[src/hdl/msc_pkg.sv]
// ----------------------------------------------------------------------------
// msc_pkg: shared types for the minimum square sum count block
// Command and status bundles between the controller and the datapath,
// and the width of one table entry.
// ----------------------------------------------------------------------------
package msc_pkg;

  // Width of one table entry and of the result count
  localparam int unsigned CountW = 3;

  // Commands from the controller to the datapath
  typedef struct packed {
    logic load;         // latch a new target and restart the fill
    logic step_i;       // advance to the next table index
    logic mark_square;  // index is a perfect square: write 1, move the root on
    logic start_inner;  // begin the scan over j for the current index
    logic issue;        // issue one table read and advance j
    logic write_min;    // write the folded minimum for the current index
    logic out_load;     // capture the result into the output register
  } cmd_t;

  // Status from the datapath to the controller
  typedef struct packed {
    logic out_range;    // target beyond the table
    logic i_done;       // current index reached the target
    logic is_square;    // current index equals the next square
    logic j_last;       // the read being issued is for j equal to the root
  } status_t;

endpackage

[src/hdl/msc_ctrl.sv]
// ----------------------------------------------------------------------------
// msc_ctrl: sequencer for the table fill
// Accepts a target, steps the datapath through every index, scans the
// squares below each non-square index, and hands the result to the
// output register.
// ----------------------------------------------------------------------------
module msc_ctrl (
  input  logic             clk,
  input  logic             rst,
  input  logic             in_valid,
  output logic             in_ready,
  output logic             out_valid,
  input  logic             out_ready,
  output msc_pkg::cmd_t    cmd,
  input  msc_pkg::status_t status
);
  import msc_pkg::*;

  localparam logic [2:0] S_IDLE     = 3'd0;
  localparam logic [2:0] S_STEP     = 3'd1;
  localparam logic [2:0] S_CLASSIFY = 3'd2;
  localparam logic [2:0] S_INNER    = 3'd3;
  localparam logic [2:0] S_DRAIN    = 3'd4;
  localparam logic [2:0] S_WRITE    = 3'd5;
  localparam logic [2:0] S_DONE     = 3'd6;

  logic [2:0] state;
  logic [2:0] state_next;
  logic       out_free;

  assign in_ready = (state == S_IDLE);
  assign out_free = !out_valid || out_ready;

  // Next state and commands
  always_comb begin
    state_next = state;
    cmd        = '0;
    case (state)
      S_IDLE: begin
        if (in_valid) begin
          cmd.load   = 1'b1;
          state_next = S_STEP;
        end
      end
      S_STEP: begin
        if (status.out_range || status.i_done) begin
          state_next = S_DONE;
        end else begin
          cmd.step_i = 1'b1;
          state_next = S_CLASSIFY;
        end
      end
      S_CLASSIFY: begin
        if (status.is_square) begin
          cmd.mark_square = 1'b1;
          state_next      = S_STEP;
        end else begin
          cmd.start_inner = 1'b1;
          state_next      = S_INNER;
        end
      end
      S_INNER: begin
        cmd.issue = 1'b1;
        if (status.j_last) begin
          state_next = S_DRAIN;
        end
      end
      S_DRAIN: begin
        state_next = S_WRITE;
      end
      S_WRITE: begin
        cmd.write_min = 1'b1;
        state_next    = S_STEP;
      end
      S_DONE: begin
        if (out_free) begin
          cmd.out_load = 1'b1;
          state_next   = S_IDLE;
        end
      end
      default: begin
        state_next = S_IDLE;
      end
    endcase
  end

  // State and output valid
  always_ff @(posedge clk) begin
    if (rst) begin
      state     <= S_IDLE;
      out_valid <= 1'b0;
    end else begin
      state <= state_next;
      if (cmd.out_load) begin
        out_valid <= 1'b1;
      end else if (out_ready) begin
        out_valid <= 1'b0;
      end
    end
  end

endmodule

[config.mk]
export PLATFORM = sky130hd
export DESIGN_NAME = msc_ctrl
export DESIGN_NICKNAME = d
export VERILOG_FILES = /design/src/hdl/msc_pkg.sv /design/src/hdl/msc_ctrl.sv
export SDC_FILE = /design/constraint.sdc
export NUM_CORES = 1
export LEC_CHECK = 0
export BUFFER_PORTS_ARGS = -buffer_cell sky130_fd_sc_hd__buf_2
export CORE_AREA = 4 4 41 43
export DETAILED_ROUTE_END_ITERATION = 8
export DIE_AREA = 0 0 45 47
export GPL_TIMING_DRIVEN = 0
export PLACE_DENSITY = 0.58
export RECOVER_POWER = 100
export SYNTH_ARGS = -nofsm -noshare
export SYNTH_HDL_FRONTEND = slang
export SYNTH_SLANG_ARGS = --single-unit
[constraint.sdc]
create_clock -name clk -period 1.9 [get_ports clk]
set_input_delay 0.38 -clock clk [delete_from_list [all_inputs] [get_ports clk]]
set_output_delay 0.38 -clock clk [all_outputs]
set_load 0.03 [all_outputs]
After elaboration in Yosys (flattened, before gate mapping):

Cells that the tools add are included.

* bits of input ports: 8
* word-level logic and storage cells: 36
* output and inout port bits: 9
* register bits after elaboration: 4

* eq/ne operators: 9
* multiplexer cells: 19
* reduce and logical (&&, ||, !) cells: 6

Operator list (count)
* 3-bit one-hot mux with 7 select lines: 1
* 1-bit 2-to-1 mux: 12
* 3-bit 2-to-1 mux: 4
* 3-bit equality test (second input constant): 3
* 3-bit by 2-bit equality test with 1-bit output (second input constant): 2
* 2-bit inequality test (second input constant): 3
* 2-bit 2-to-1 mux: 2
* 3-bit by 1-bit equality test with 1-bit output (second input constant): 1
* 3-bit zero test: 1
* 3-bit AND reduction: 1
* 1-bit logical OR: 2
* 2-bit nonzero test: 1
* 1-bit zero test: 1

Depth between registers and ports, before layout:

* depth after elaboration: 5
* gate-level depth with buffers: 4
* depth with buffers taken out: 3

Least setup slack after synthesis:

No wires, ideal clock.

* kind: reg-to-output
* start: reg state[1]
* end: out cmd[4] (netlist bit)
* arrival time: 1623 ps
* required time: 1520 ps
* path slack: -103 ps
* buffers on the path: 1
* stages on the path, launching flop included: 4
* path through: dfxtp_1 > buf_6 > inv_1 > nor4b_1

RTL lines
* from (decl): RTL line msc_ctrl.sv:27 `logic [2:0] state;`
* from (signal assigned): RTL line msc_ctrl.sv:93 `state <= state_next;`
* to (decl): RTL line msc_ctrl.sv:14 `output msc_pkg::cmd_t cmd,`

==> impl_metrics.py <==
metrics = {
    "pwr": {
        "p_leak_uw": 0.000191,
        "power_frac_clock_pct": 18.2,
        "seqPwrFrac_pct": 22.0,
        "p_sw_share_pct": 45.8,
        "ir_drop_mv": 0.467,
        "powerDensity_mw_per_mm2": 1260,
        "pwr-share-comb_pct": 59.9,
        "totalPowerFinal_uw": 567,
        "p_int_uw": 307,
        "p_switching_uw": 260,
    },
    "clock_tree": {
        "cts_resized": 0,
        "clock_sinks": 4,
        "clock-root-buffer": "clkbuf_4",
        "clkTransAtPathRegs_ps": 40,
        "cts_setup_buffers": 0,
        "htreeDepth": 1,
        "cts.path.max_buffers": 2,
        "clkLatencyLatePin_ps": 230,
        "cts_tree": "yes",
        "cts_made_buffers": 3,
        "postCtsHoldBufs": 0,
    },
    "finish": {
        "final_cell_mix": "8 x buf_2, 5 x clkbuf_1, 4 x dfxtp_1",
        "layout.nets": 68,
        "syn_to_final_growth_pct": 31.5,
        "diodes": 0,
        "final_util_pct": 34.5,
        "seqCellArea_sq_um": 80.1,
        "final_common_cell": "buf_2",
        "n_fill_cell": 158,
        "multi_input_area_sq_um": 213,
        "layout-drive-gt1-share_pct": 34.5,
    },
    "worst_setup_path": {
        "reg2reg_depth": 4,
        "r2r_end": "state[1]",
        "crit_chain": "buf_6 -> nor3_1 -> and2_1 -> buf_2",
        "required_ps": 1520,
        "end_kind": "output pin",
        "worstPathArrival_ps": 1350,
        "crit_slowest_cell": "dfxtp_1",
        "r2r_setup_slack_ps": 790,
        "slowest_delay_ps": 330,
        "crit_fanout": 10,
        "rr_startpoint": "state[2]",
        "worstSetupPathType": "reg -> out",
        "startpoint_type": "flop",
    },
    "synth": {
        "ys_seq_area_share_pct": 23.4,
        "synth_mux_area_share_pct": 0,
        "ys_seq_elements": 4,
        "netlist_instances": 39,
        "synthAdderAreaFrac_pct": 0,
        "avgSynthCellArea_sq_um": 8.76,
        "synth_top_family_by_area": "simple AND/OR/NAND/NOR gates",
        "syn_area_sq_um": 342,
        "ys_types": 24,
        "synthSimpleGateAreaFrac_pct": 41.4,
        "yosysWarnings": 0,
        "synth-compound-area-share_pct": 23.1,
        "synth-xor-area-share_pct": 0,
        "syn-num-nets": 47,
    },
    "sta": {
        "fin_setup_tns_ps": 0,
        "slew_violations": 0,
        "fin_crit_ps": 1730,
        "setup_viol": 0,
        "skew_ps": 0.598,
        "rsz0062_at_grt": "false",
        "fin_hold_ws_ps": 354,
        "worst_slew_margin_rel_pct": 75.8,
        "tightestPinTransition_ps": 364,
        "period_share_pct": 91.0,
        "clock.fmax_mhz": 578,
        "hold_violations": 0,
    },
    "job": {
        "maxCapViolCount": 0,
    },
    "routing": {
        "totalWireLength_microns": 845,
        "drc": 0,
        "drtIter0Drc": 10,
        "dr.pass1.iters": 4,
        "ant_nets": 0,
        "viasPerCell": 4.84,
        "post_drt_wl_per_cell_microns": 11.6,
        "via_count": 353,
    },
    "floorplan": {
        "rows": 13,
        "dieArea_sq_mm": 0.00212,
        "io_pins": 17,
        "core-area_sq_mm": 0.00130,
        "die_h_microns": 47,
        "start_util_pct": 26.3,
        "die_w_microns": 45,
    },
    "global_routing": {
        "antenna_found_initial": 0,
        "grt_pass1_wl_mm": 1.31,
        "grt_max_degree": 11,
        "grt_usage_pct": 8.62,
        "overflow": 0,
        "grt_pass1_vias": 337,
    },
    "place": {
        "place.gp.congestion": 0.755,
        "numPortBuffers": 16,
    },
    "min_path": {
        "hold-path-cell-count": 2,
        "hold_path.class": "in -> reg",
        "holdCritStartpoint": "rst",
        "hold_end": "out_valid",
    },
    "status": {
        "status": "finished, final reports clean",
    },
}
[cell type report]
cell class | count | area share [%]
buffer | 3 | 7.52
clock buffer | 3 | 5.01
inverter | 2 | 1.67
multi-input combinational | 30 | 47.4
sequential | 4 | 17.8
tap | 15 | 4.18
timing repair buffer | 16 | 16.4
[how the worst max path moves through the flow]
stage                   from      to  slack [ps]  depth (start not counted)
floorplan           state[1]  cmd[6]         160                          3
global placement    state[1]  cmd[4]         450                          4
detailed placement  state[1]  cmd[3]         430                          4
CTS                 state[1]  cmd[3]         180                          4
global route        state[0]  cmd[6]          80                          4
finish              state[0]  cmd[6]         170                          4
[cells in the mapped netlist, drive strengths merged]
master | number | share of area, %
or3 | 1 | 1.8
inv | 2 | 2.2
and4b | 1 | 2.9
a221oi | 1 | 4.4
nor4 | 1 | 1.8
nor2 | 2 | 2.2
nand3b | 2 | 4.4
a31oi | 1 | 1.8
nor2b | 3 | 5.5
buf | 3 | 9.9
o21ai | 2 | 2.9
a2bb2oi | 1 | 2.6
a211oi | 1 | 3.7
and3 | 2 | 3.7
nor4b | 1 | 2.6
o21bai | 1 | 3.3
nand2b | 2 | 3.7
and2 | 2 | 3.7
dfxtp | 4 | 23
nor3 | 3 | 9.2
a21oi | 3 | 4.4
[routing by layer]
| layer | track usage [%] | vias up | part of all wire [%] |
|---|---|---|---|
| li1 | - | 179 | - |
| met1 | 11.4 | 156 | 44 |
| met2 | 11.6 | 16 | 44 |
| met3 | 1.92 | 2 | 10 |
| met4 | 7.60 | 0 | 1.8 |
| met5 | 0 | - | 0 |
[power groups by stage]
stage               Combinational [uW]  Sequential (uW)  Clock (uW)
floorplan                          291              125           0
global placement                   365              126           0
detailed placement                 368              126           0
CTS                                368              125         109
global route                       365              130         115
finish                             339              125         103
[worst max-delay path, delay by kind of cell, from the launching register on]
family                 cells  cell delay (ps)
DFF                        1              330
and+or+nand+nor            2              450
buffers and inverters      2              340
[state kept, by name, indices dropped and copies added (netlist names)]
| signal | flops |
|---|---|
| out_valid | 1 |
| state | 3 |
[stage by stage]
step / worst slack (ps) / std cells / cell area, sq um
floorplan: 162 / 39 / 354
global placement: 445 / 70 / 453
detailed placement: 429 / 70 / 453
CTS: 180 / 73 / 475
global route: 75.2 / 73 / 449
finish: 171 / 73 / 449
[kinds of logic (layout without fill, tap and decap cells)]
group | count (synthesis) | after routing
buf+inv | 5 | 24
simple gates | 20 | 20
compound gates | 10 | 10
flops | 4 | 4
Power figures use the tool's default switching activity.
